## src/sf3_pkg.sv

```systemverilog
// Shared types, constants and helpers for the spring force block.
// No dependencies; front, queue, back and the top level refer to it by scoped names.
`timescale 1ns / 1ps

package sf3_pkg;

	localparam int VEC_W  = 32;
	localparam int SUM_W  = 64;
	localparam int QDEPTH = 4;
	localparam int QAW    = $clog2(QDEPTH);

	// configuration register indexes
	localparam logic CFG_SPRING_CONSTANT = 1'b0;
	localparam logic CFG_REST_LENGTH     = 1'b1;

	// one entry of the queue between front and back
	typedef struct packed {
		logic [2:0][VEC_W-1:0] d;     // clamped differences, signed
		logic [SUM_W-1:0]      sum;   // dx^2 + dy^2 + dz^2
		logic                  sat;   // a difference was clamped
	} diff_t;

	typedef struct packed {
		logic full;
		logic empty;
	} q_stat_t;

	function automatic logic [VEC_W-1:0] mag32(input logic [VEC_W-1:0] v);
		logic [VEC_W-1:0] r;
		r = v[VEC_W-1] ? (~v + 32'd1) : v;
		return r;
	endfunction

endpackage

```

## src/sf3_queue.sv

```systemverilog
// Short FIFO between front and back so each side stalls on its own.
// Depends on sf3_pkg.
`timescale 1ns / 1ps

module sf3_queue (
	input  logic             clk,
	input  logic             arst_n,
	input  logic             push,
	input  sf3_pkg::diff_t   push_data,
	input  logic             pop,
	output sf3_pkg::diff_t   head,
	output sf3_pkg::q_stat_t stat
);

	sf3_pkg::diff_t               mem_q [sf3_pkg::QDEPTH];
	logic [sf3_pkg::QAW-1:0]      wr_q, rd_q;
	logic [sf3_pkg::QAW:0]        cnt_q;

	assign stat.full  = cnt_q == (sf3_pkg::QAW+1)'(sf3_pkg::QDEPTH);
	assign stat.empty = cnt_q == '0;
	assign head       = mem_q[rd_q];

	always_ff @(posedge clk or negedge arst_n) begin
		if (!arst_n) begin
			wr_q  <= '0;
			rd_q  <= '0;
			cnt_q <= '0;
		end else begin
			if (push) wr_q <= wr_q + 1'b1;
			if (pop) rd_q <= rd_q + 1'b1;
			cnt_q <= cnt_q + (sf3_pkg::QAW+1)'(push) - (sf3_pkg::QAW+1)'(pop);
		end
	end

	always_ff @(posedge clk) begin
		if (push) mem_q[wr_q] <= push_data;
	end

endmodule

```

## config.mk

```make
export PLATFORM = sky130hd
export DESIGN_NAME = sf3_queue
export DESIGN_NICKNAME = d
export VERILOG_FILES = /design/src/sf3_pkg.sv /design/src/sf3_queue.sv
export SDC_FILE = /design/constraint.sdc
export NUM_CORES = 1
export LEC_CHECK = 0
export ABC_AREA = 1
export BUFFER_PORTS_ARGS = -buffer_cell sky130_fd_sc_hd__buf_2
export CAP_MARGIN = 20
export CORE_MARGIN = 4
export CORE_UTILIZATION = 60
export CTS_BUF_LIST = sky130_fd_sc_hd__clkbuf_8
export DETAILED_ROUTE_END_ITERATION = 10
export PLACE_DENSITY = 0.84
export SETUP_SLACK_MARGIN = 0.05
export SYNTH_ARGS = -nofsm -noshare
export SYNTH_HDL_FRONTEND = slang
export SYNTH_SLANG_ARGS = --single-unit
```

## constraint.sdc

```tcl
create_clock -name clk -period 5.1 [get_ports clk]
set_input_delay 0.51 -clock clk [delete_from_list [all_inputs] [get_ports clk]]
set_output_delay 0.51 -clock clk [all_outputs]
set_load 0.01 [all_outputs]
```

* After elaboration in Yosys (flattened, before gate mapping)
Memory sizes are Yosys's and may differ from the RTL's. Cells that the tools add are included.
Word-level totals: flip-flop bits (word level) 7, bits in writable memories 644, word-level logic and storage cells 12, output and inout port bits 163, memories kept 1
Memory list:
- mem_q | depth 4, bits a word 161, read ports 1, clocked after Yosys merged registers in 0, wr ports 1, line sf3_queue.sv:15 | sf3_pkg::diff_t mem_q [sf3_pkg::QDEPTH];
Operators by class: multiplexer cells 2, equal/unequal tests 1, reduce and logical (&&, ||, !) cells 1, add/subtract/negate cells 4
Operators with widths (count):
- 2-bit by 1-bit adder with 2-bit output (second input constant) | 2
- 3-bit by 1-bit adder with 3-bit output | 1
- 3-bit == test (second input constant) | 1
- 3-bit logical NOT | 1
- 3-bit by 1-bit subtractor with 3-bit output | 1
- 1-bit 2-to-1 mux | 2

* Depth between registers and ports, before layout
Gate-level depths: netlist of run 1.
word-level depth 2, mapped depth 10, depth with buffers taken out 10

* Worst setup path after synthesis of run 1
OpenSTA, ideal clock, no wires.
path kind in2reg, start input port push, end memory mem_q[1][0] in the netlist's numbering, enable pin, stages 3, arrival time 3913 ps, required time 4586 ps, path buffers 1, setup slack 673 ps, cell sequence clkbuf_1 -> nand2_1 -> inv_1
Between the ends: longest elaborated chain between the ends 2
Ends and longest elaborated chain:
- start, declared | line sf3_queue.sv:8 | input logic push,
- 1-bit 2-to-1 mux | line sf3_queue.sv:36 | if (push) mem_q[wr_q] <= push_data;
- 1-bit 2-to-1 mux (implied by the code) | line sf3_queue.sv:36
- end, declared | line sf3_queue.sv:15
No other way between the ends.

==> results.md, run 1 <==
- Result of the run: finished, final reports clean
- Power share of the combinational group: roughly 37%
- Ratio of cells with drive above 1 in the final layout: ~15%
- Maximum number of pins on one net before global-route repair: 209
- Post-Synthesis Cells: roughly 2,600
- Final setup violation count: 0
- Power density over the cells: about 550 nW/um^2
- Final-stage net count: 3,205
- Leading cell types in the layout, fill and taps excluded: 816 x sky130_fd_sc_hd__nand2_1, 685 x sky130_fd_sc_hd__inv_1, 644 x sky130_fd_sc_hd__edfxtp_1, 327 x sky130_fd_sc_hd__buf_2, 323 x sky130_fd_sc_hd__nand3_1
- Via count normalized by instance count: 5.308
- IO Port Bufs: ~330
- Worst Setup Slack, final: between 1 and 1.5 ns
- Final critical delay including setup and external delays: 3.722 ns
- Clock latency on the worst-skew pair: 0.69 ns
- Die H: around 220 um
- Sequential share of power: between 40% and 50%
- Cell-internal power: 10.86 mW
- Clock skew: roughly 0.033 ns
- Count of vias placed by the detailed router: between 15,000 and 20,000
- Final estimated routing congestion in global placement: roughly 0.81
- Area of the die: roughly 49,000 sq um
- Combinational family with the most area after synthesis: simple AND/OR/NAND/NOR gates
- Count of yosys warnings during synthesis: 0
- Largest vdd supply drop: ~1.2 mV
- Switching power share of the total: 38.83%
- Post-synth cell types: 16
- Area share of and/or/nand/nor cells after synthesis: 17.05%
- Worst-Margin Slew: 1.342 ns
- Layout overhead on the synthesized area: 18.08%
- Adder and majority gate portion of the synthesized area: less than 1%
- Number of pins with negative max-slew slack in the final report: 0
- Level count of the clock H-tree: 3
- Highest net fanout along the worst path: 150
- Number of nets with antenna violations after routing: 0
- Mapped Area: 27,500 sq um
- Placed cell count: 3,404
- Effective utilization at floorplan: between 60% and 70%
- LEAKAGE: between 15 and 20 nW
- Clock tree from TritonCTS: yes
- Core Rows: 78
- Mean routed wirelength per cell: about 18 um
- Grt total ovfl: 0
- Maximum clock rate: roughly 0.27 GHz
- Multiplexer share of the synthesized area: 0%
- Portion of the post-synthesis area used by sequential elements: a little under three quarters
- Clock root buffer: sky130_fd_sc_hd__clkbuf_8
- Most common cell after layout, fill and taps aside: sky130_fd_sc_hd__nand2_1
- Antenna violations before repair: 5
- Max Root-Sink Buffers: 3
- Data arrival, critical path: around 3.2 ns
- Core area: roughly 45,000 sq um
- Number of DRC violations after detailed-routing iteration 0: 1,995
- Wire length of the first global-routing pass: 103.3 mm
- Post-synthesis net count: roughly 2,700
- Clock Pin Slew Worst Setup and Hold Paths: ~0.060 ns
- Final-report hold violation count: 0
- Global routing usage summed across all routing layers: a little over a quarter
- Area fraction in compound gates after synthesis: less than 1%
- Critical path class: flop to output port
- TNS Setup: 0 ns
- Die width: ~220 um
- Psw: between 6 and 7 mW
- Number of search-and-repair iterations in the first detailed-routing pass: 7
- Seq cells post-synth: roughly 650
- Required time worst endpoint: 4.59 ns
- Post-CTS setup-driven buffer insertion count: 0
- DRC Markers: 0
- Vias in the first global route: a little under 20,000
- Number of cells in the finished layout apart from fillers: approximately 3,700
- I/O pin total: around 330
- Number of max-capacitance violations reported: 0
- Fin crit share: between 70% and 80%
- Area share of xor/xnor cells in the synthesized design: less than 1%
- CTS Buf Count: between 90 and 100
- Startpoint type of the worst setup path: flop
- Average cell area after synthesis: between 10 and 15 sq um
- Pre-CTS setup slack: around 2.3 ns
- Kind of capture point of the worst setup path: output port
- Tightest Hold Check Type: primary input to flop
- Setup repair after global routing missed its margin: no
- Detailed placer's ending HPWL: approximately 35 mm
- Clk pwr share: roughly 22%
- Worst slew margin relative to its limit: between 10% and 20%
- Post-Route WL: 66.74 mm
- Total clock sinks: 651
-- kinds of logic (layout without fill, tap and decap cells) --
group,Yosys count,after routing
other,0,10
DFF,651,651
xor gates and xnor gates,3,3
buffers and inverters,765,1307
AOI/OAI and AO/OA,1,1
and+or+nand+nor,1141,1141
adders and majority gates,7,7
-- registers in the layout (all words and copies together) (netlist names) --
register  cells
rd_q          2
mem_q       644
wr_q          2
cnt_q         3
-- routing by layer --
layer	up-vias	track usage [%]	wire length (um)
met4	0	14.03	3451
met1	9291	31.67	23250
li1	8957	-	-
met3	256	5.733	6330
met5	-	0	0
met2	1241	45.40	33710
-- path summary, 6_finish.rpt --
kind                                 from             to  slack (ns)  cells after the start
min reg2reg                      cnt_q[1]       cnt_q[2]        0.54                      2
max                               rd_q[0]      head[139]        1.38                      6
max in group asynchronous          arst_n        rd_q[0]        4.70                      2
min in group asynchronous          arst_n       cnt_q[2]        0.20                      2
max reg2reg                       wr_q[1]   mem_q[0][80]        2.68                      5
min                        push_data[105]  mem_q[1][105]        0.06                      1
-- synth_stat cells --
| master | n | share of area (%) |
|---|---|---|
| sky130_fd_sc_hd__buf_1 | 2 | 0.027 |
| sky130_fd_sc_hd__fa_1 | 1 | 0.073 |
| sky130_fd_sc_hd__dfrtp_1 | 7 | 0.64 |
| sky130_fd_sc_hd__nand2_1 | 816 | 11 |
| sky130_fd_sc_hd__nand3_1 | 323 | 5.9 |
| sky130_fd_sc_hd__nor3_1 | 2 | 0.036 |
| sky130_fd_sc_hd__inv_1 | 656 | 9.0 |
| sky130_fd_sc_hd__buf_6 | 23 | 0.94 |
| sky130_fd_sc_hd__edfxtp_1 | 644 | 70 |
| sky130_fd_sc_hd__buf_2 | 49 | 0.89 |
| sky130_fd_sc_hd__buf_4 | 15 | 0.41 |
| sky130_fd_sc_hd__xor2_1 | 3 | 0.096 |
| sky130_fd_sc_hd__inv_4 | 2 | 0.045 |
| sky130_fd_sc_hd__ha_1 | 6 | 0.27 |
| sky130_fd_sc_hd__o21ai_0 | 1 | 0.018 |
| sky130_fd_sc_hd__clkbuf_1 | 18 | 0.25 |
-- per-stage QoR --
stage	hold slack [ns]	cell area, sq um	total power, mW	util (%)
2_1_floorplan	0.2144	27500	11.60	-
3_3_place_gp	0.3508	29420	13.46	64.83
3_5_place_dp	0.3608	29420	13.70	64.83
4_1_cts	0.000007272	32440	17.62	71.49
5_1_grt	0.01641	32460	18.72	71.52
6_report	0.06036	32470	17.76	71.55
-- cell type report --
cell class / instances / area [sq um]
flip-flops and latches: 651 / 19520
fillers: 2741 / 12910
multi-input cells: 1152 / 4816
repair buffers: 471 / 3113
inverters: 658 / 2502
clock buffers: 101 / 1390
well taps: 600 / 750.7
clock inverters: 77 / 350.3
diodes: 10 / 25.02
-- worst max-delay path: stages, from the launching register on --
cell and delay (ns):
sky130_fd_sc_hd__dfrtp_4 0.60, sky130_fd_sc_hd__inv_8 0.63, sky130_fd_sc_hd__buf_4 0.59, sky130_fd_sc_hd__nand2_1 0.15, sky130_fd_sc_hd__nand3_1 0.12, sky130_fd_sc_hd__nand2_1 0.09
sky130_fd_sc_hd__buf_2 0.15
-- timing repair --
action / 4_1_cts / 5_1_grt
gates resized for setup: 0 / 0
setup endpoints to repair: 0 / 0
endpoints found under the hold margin: 492 / 0
hold buffers: 128 / 0
-- power by group through the flow --
| stage | registers (mW) | clock network [mW] | logic [mW] |
|---|---|---|---|
| after CTS | 7.30 | 3.88 | 6.44 |
| after detailed placement | 7.40 | 0 | 6.30 |
| final | 7.32 | 3.85 | 6.59 |
| after global placement | 7.35 | 0 | 6.11 |
| after floorplan | 7.41 | 0 | 4.19 |
| after global routing | 7.38 | 4.17 | 7.17 |
(Power assumes the default switching activity.)
==> run 2: changes to the inputs <==
--- a/config.mk
+++ b/config.mk
@@ -9,10 +9,10 @@
 export BUFFER_PORTS_ARGS = -buffer_cell sky130_fd_sc_hd__buf_2
 export CAP_MARGIN = 20
 export CORE_MARGIN = 4
-export CORE_UTILIZATION = 60
+export CORE_UTILIZATION = 55
 export CTS_BUF_LIST = sky130_fd_sc_hd__clkbuf_8
 export DETAILED_ROUTE_END_ITERATION = 10
-export PLACE_DENSITY = 0.84
+export PLACE_DENSITY = 0.81
 export SETUP_SLACK_MARGIN = 0.05
 export SYNTH_ARGS = -nofsm -noshare
 export SYNTH_HDL_FRONTEND = slang
==> constraint.sdc (replaced) <==
create_clock -name clk -period 3.2 [get_ports clk]
set_input_delay 0.32 -clock clk [delete_from_list [all_inputs] [get_ports clk]]
set_output_delay 0.32 -clock clk [all_outputs]
set_load 0.01 [all_outputs]
==> results.md, run 2 (synthesis results as in run 1) <==
- Sequential share of power: 40.6% (-0.6 points)
- Area of the die: 53,630 sq um (+8.8%)
- Number of pins with negative max-slew slack in the final report: 0 (unchanged)
- Wire length of the first global-routing pass: 102.8 mm (-0.55%)
- Max Root-Sink Buffers: 3 (unchanged)
- Antenna violations before repair: 8 (+3)
- Total clock sinks: 651 (unchanged)
- Number of DRC violations after detailed-routing iteration 0: 1,620 (-19%)
- Standard cell with the maximum stage delay on the critical path: sky130_fd_sc_hd__buf_12
- Core area: 49,150 sq um (+8.3%)
- Flip-flop count of the largest register, all copies and words added: 644 (unchanged)
- Power density over the cells: 859.6 nW/um^2 (+57%)
- Clock latency on the worst-skew pair: 0.70 ns (about the same)
- Power share of the combinational group: 37.7% (+0.6 points)
- Largest vdd supply drop: 0.9487 mV (-24%)
- Leading cell types in the layout, fill and taps excluded: 812 x sky130_fd_sc_hd__nand2_1, 685 x sky130_fd_sc_hd__inv_1, 644 x sky130_fd_sc_hd__edfxtp_1, 327 x sky130_fd_sc_hd__buf_2, 323 x sky130_fd_sc_hd__nand3_1
- Met1 track utilization from global routing: 27.61% (-4.1 points)
- Worst reg-to-reg path cell count: 4 (-1)
- Biggest register: mem_q
- Startpoint type of the worst setup path: flop
- IO Port Bufs: 327 (unchanged)
- Layout overhead on the synthesized area: 20.48%
- Met2 GRT Util: 43.25% (-2.2 points)
- Kind of capture point of the worst setup path: output port
- Worst Setup Slack, final: 0.2894 ns (-1.088 ns)
- Tightest Hold Check Type: primary input to flop
- Clock skew: 0.01441 ns (-0.01845 ns)
- Final-report hold violation count: 0 (unchanged)
- Number of cells in the finished layout apart from fillers: 3,827 (+2.9%)
- Required time worst endpoint: 2.88 ns (-1.71 ns)
- Maximum clock rate: approximately 0.34 GHz
- Setup repair after global routing missed its margin: no
- Clock Pin Slew Worst Setup and Hold Paths: 0.06 ns (about the same)
- Grt total ovfl: 0 (unchanged)
- Highest net fanout along the worst path: 224 (+49%)
- Level count of the clock H-tree: 3 (unchanged)
- Pre-CTS setup slack: 1.043 ns (-1.217 ns)
- DRC Markers: 0 (unchanged)
- Die width: 231.6 um (+4.3%)
- Global-route track usage on met3: 5.998% (+0.27 points)
- Via count normalized by instance count: 5.067 (-4.5%)
- Post-CTS setup-driven buffer insertion count: 0 (unchanged)
- Psw: 10.96 mW (+59%)
- Final critical delay including setup and external delays: a little under 3 ns
- Maximum number of pins on one net before global-route repair: 225 (+7.7%)
- Vias in the first global route: 20,110 (+1.4%)
- Cell repeated most along the worst path: sky130_fd_sc_hd__nand2_1
- Switching power share of the total: 38.50% (-0.33 points)
- Number of max-capacitance violations reported: 0 (unchanged)
- Final setup violation count: 0 (unchanged)
- Result of the run: finished, final reports clean
- Global routing usage summed across all routing layers: 24.33% (-2.2 points)
- Clock root buffer: sky130_fd_sc_hd__clkbuf_8
- GRT Max-Usage Layer: met2
- Cell area after layout: 33,130 sq um (+2.0%)
- Post-Route WL: 65.99 mm (-1.1%)
- Placed cell count: 3,471 (+2.0%)
- Clock tree from TritonCTS: yes
- Final-stage net count: 3,248 (+1.3%)
- CTS Buf Count: 102 (+3.0%)
- Min Hold Slack: 0.3734 ns (+0.3130 ns)
- Final estimated routing congestion in global placement: 0.7961 (-1.4%)
- Count of cells along the worst hold path: 2 (+1)
- Cell-internal power: 17.51 mW (+61%)
- Ratio of cells with drive above 1 in the final layout: 15.34% (+0.26 points)
- LEAKAGE: 15.49 nW (+1.4%)
- Clk pwr share: 21.8% (about the same)
- Effective utilization at floorplan: 55.94% (-4.7 points)
- Count of vias placed by the detailed router: 19,390 (-1.8%)
- Die H: 231.6 um (+4.3%)
- Mean routed wirelength per cell: 17.24 um (-3.9%)
- Number of search-and-repair iterations in the first detailed-routing pass: 7 (unchanged)
- Combined area of the multi-input logic cells: 4833 sq um (+0.36%)
- Worst slew margin relative to its limit: 29.73% (+19 points)
- Detailed placer's ending HPWL: 35.08 mm (about the same)
- Critical-path cell list: buf_12 > nand2_1 > nand3_1 > nand2_1 > buf_2
- Standard cell area after detailed placement: 29,670 sq um (+0.86%)
- Registers with the highest flip-flop counts: mem_q x644, cnt_q x3
- Number of fill cells in the layout: 3,271 (+19%)
- Critical path class: flop to output port
- Data arrival, critical path: 2.59 ns (-0.62 ns)
- I/O pin total: 328 (unchanged)
- Sequential cell area: 19,520 sq um (unchanged)
- Most common cell after layout, fill and taps aside: sky130_fd_sc_hd__nand2_1
- Number of nets with antenna violations after routing: 0 (unchanged)
- Fin crit share: about 91%
- Core utilization of the finished layout: 67.39% (-4.2 points)
- Core Rows: 81 (+3.8%)
- Worst-Margin Slew: 1.054 ns (-0.2875 ns)
- Delay contributed by the slowest stage of the critical path: 0.70 ns (+0.07 ns)
## run 2: stage by stage
stage	power, mW	TNS (ns)
detailed placement	22.10	0
global placement	21.71	0
global route	30.12	0
CTS	28.43	0
floorplan	18.42	-165.10
finish	28.48	0
## run 2: layout make-up
cell class	count	area share (%)
clock inverter	77	0.9594
tap	664	2.508
multi-input combinational	1152	14.59
clock buffer	106	4.404
antenna	8	0.06043
timing repair buffer	511	11.01
sequential	651	58.93
inverter	658	7.539
## run 2: power groups by stage
| stage | clock [mW] | sequential [mW] | combinational (mW) |
|---|---|---|---|
| after CTS | 6.27 | 11.5 | 10.6 |
| after global routing | 6.73 | 11.7 | 11.7 |
| after floorplan | 0 | 11.7 | 6.71 |
| after detailed placement | 0 | 11.7 | 10.4 |
| after global placement | 0 | 11.6 | 10.1 |
| final | 6.20 | 11.6 | 10.7 |
## run 2: worst paths after layout
| path | from | endpoint | slack [ns] |
|---|---|---|---|
| setup reg to reg | wr_q[0] | mem_q[3][156] | 1.28 |
| max in group asynchronous | arst_n | rd_q[0] | 2.11 |
| hold reg to reg | wr_q[0] | wr_q[0] | 0.54 |
| min in group asynchronous | arst_n | cnt_q[1] | 0.71 |
| hold / removal | push_data[122] | mem_q[2][122] | 0.37 |
| setup / recovery | rd_q[0] | head[40] | 0.29 |
## run 2: worst max-delay path, delay by kind of cell, from the launching register on
family	cells	cell delay [ns]
buffers and inverters	2	0.85
DFF	1	0.47
and+or+nand+nor	3	0.47
## run 2: metal layers
layer  vias up  part of all wire, %
li1       9037                    -
met1      9254                   37
met2       872                   51
met3       223                  7.7
met4         4                  4.3
met5         -                0.032
## run 2: what timing repair did
item	4_1_cts	5_1_grt
gates resized for setup	0	1
hold buffers	165	0
endpoints found under the hold margin	655	0
setup endpoints to repair	0	1
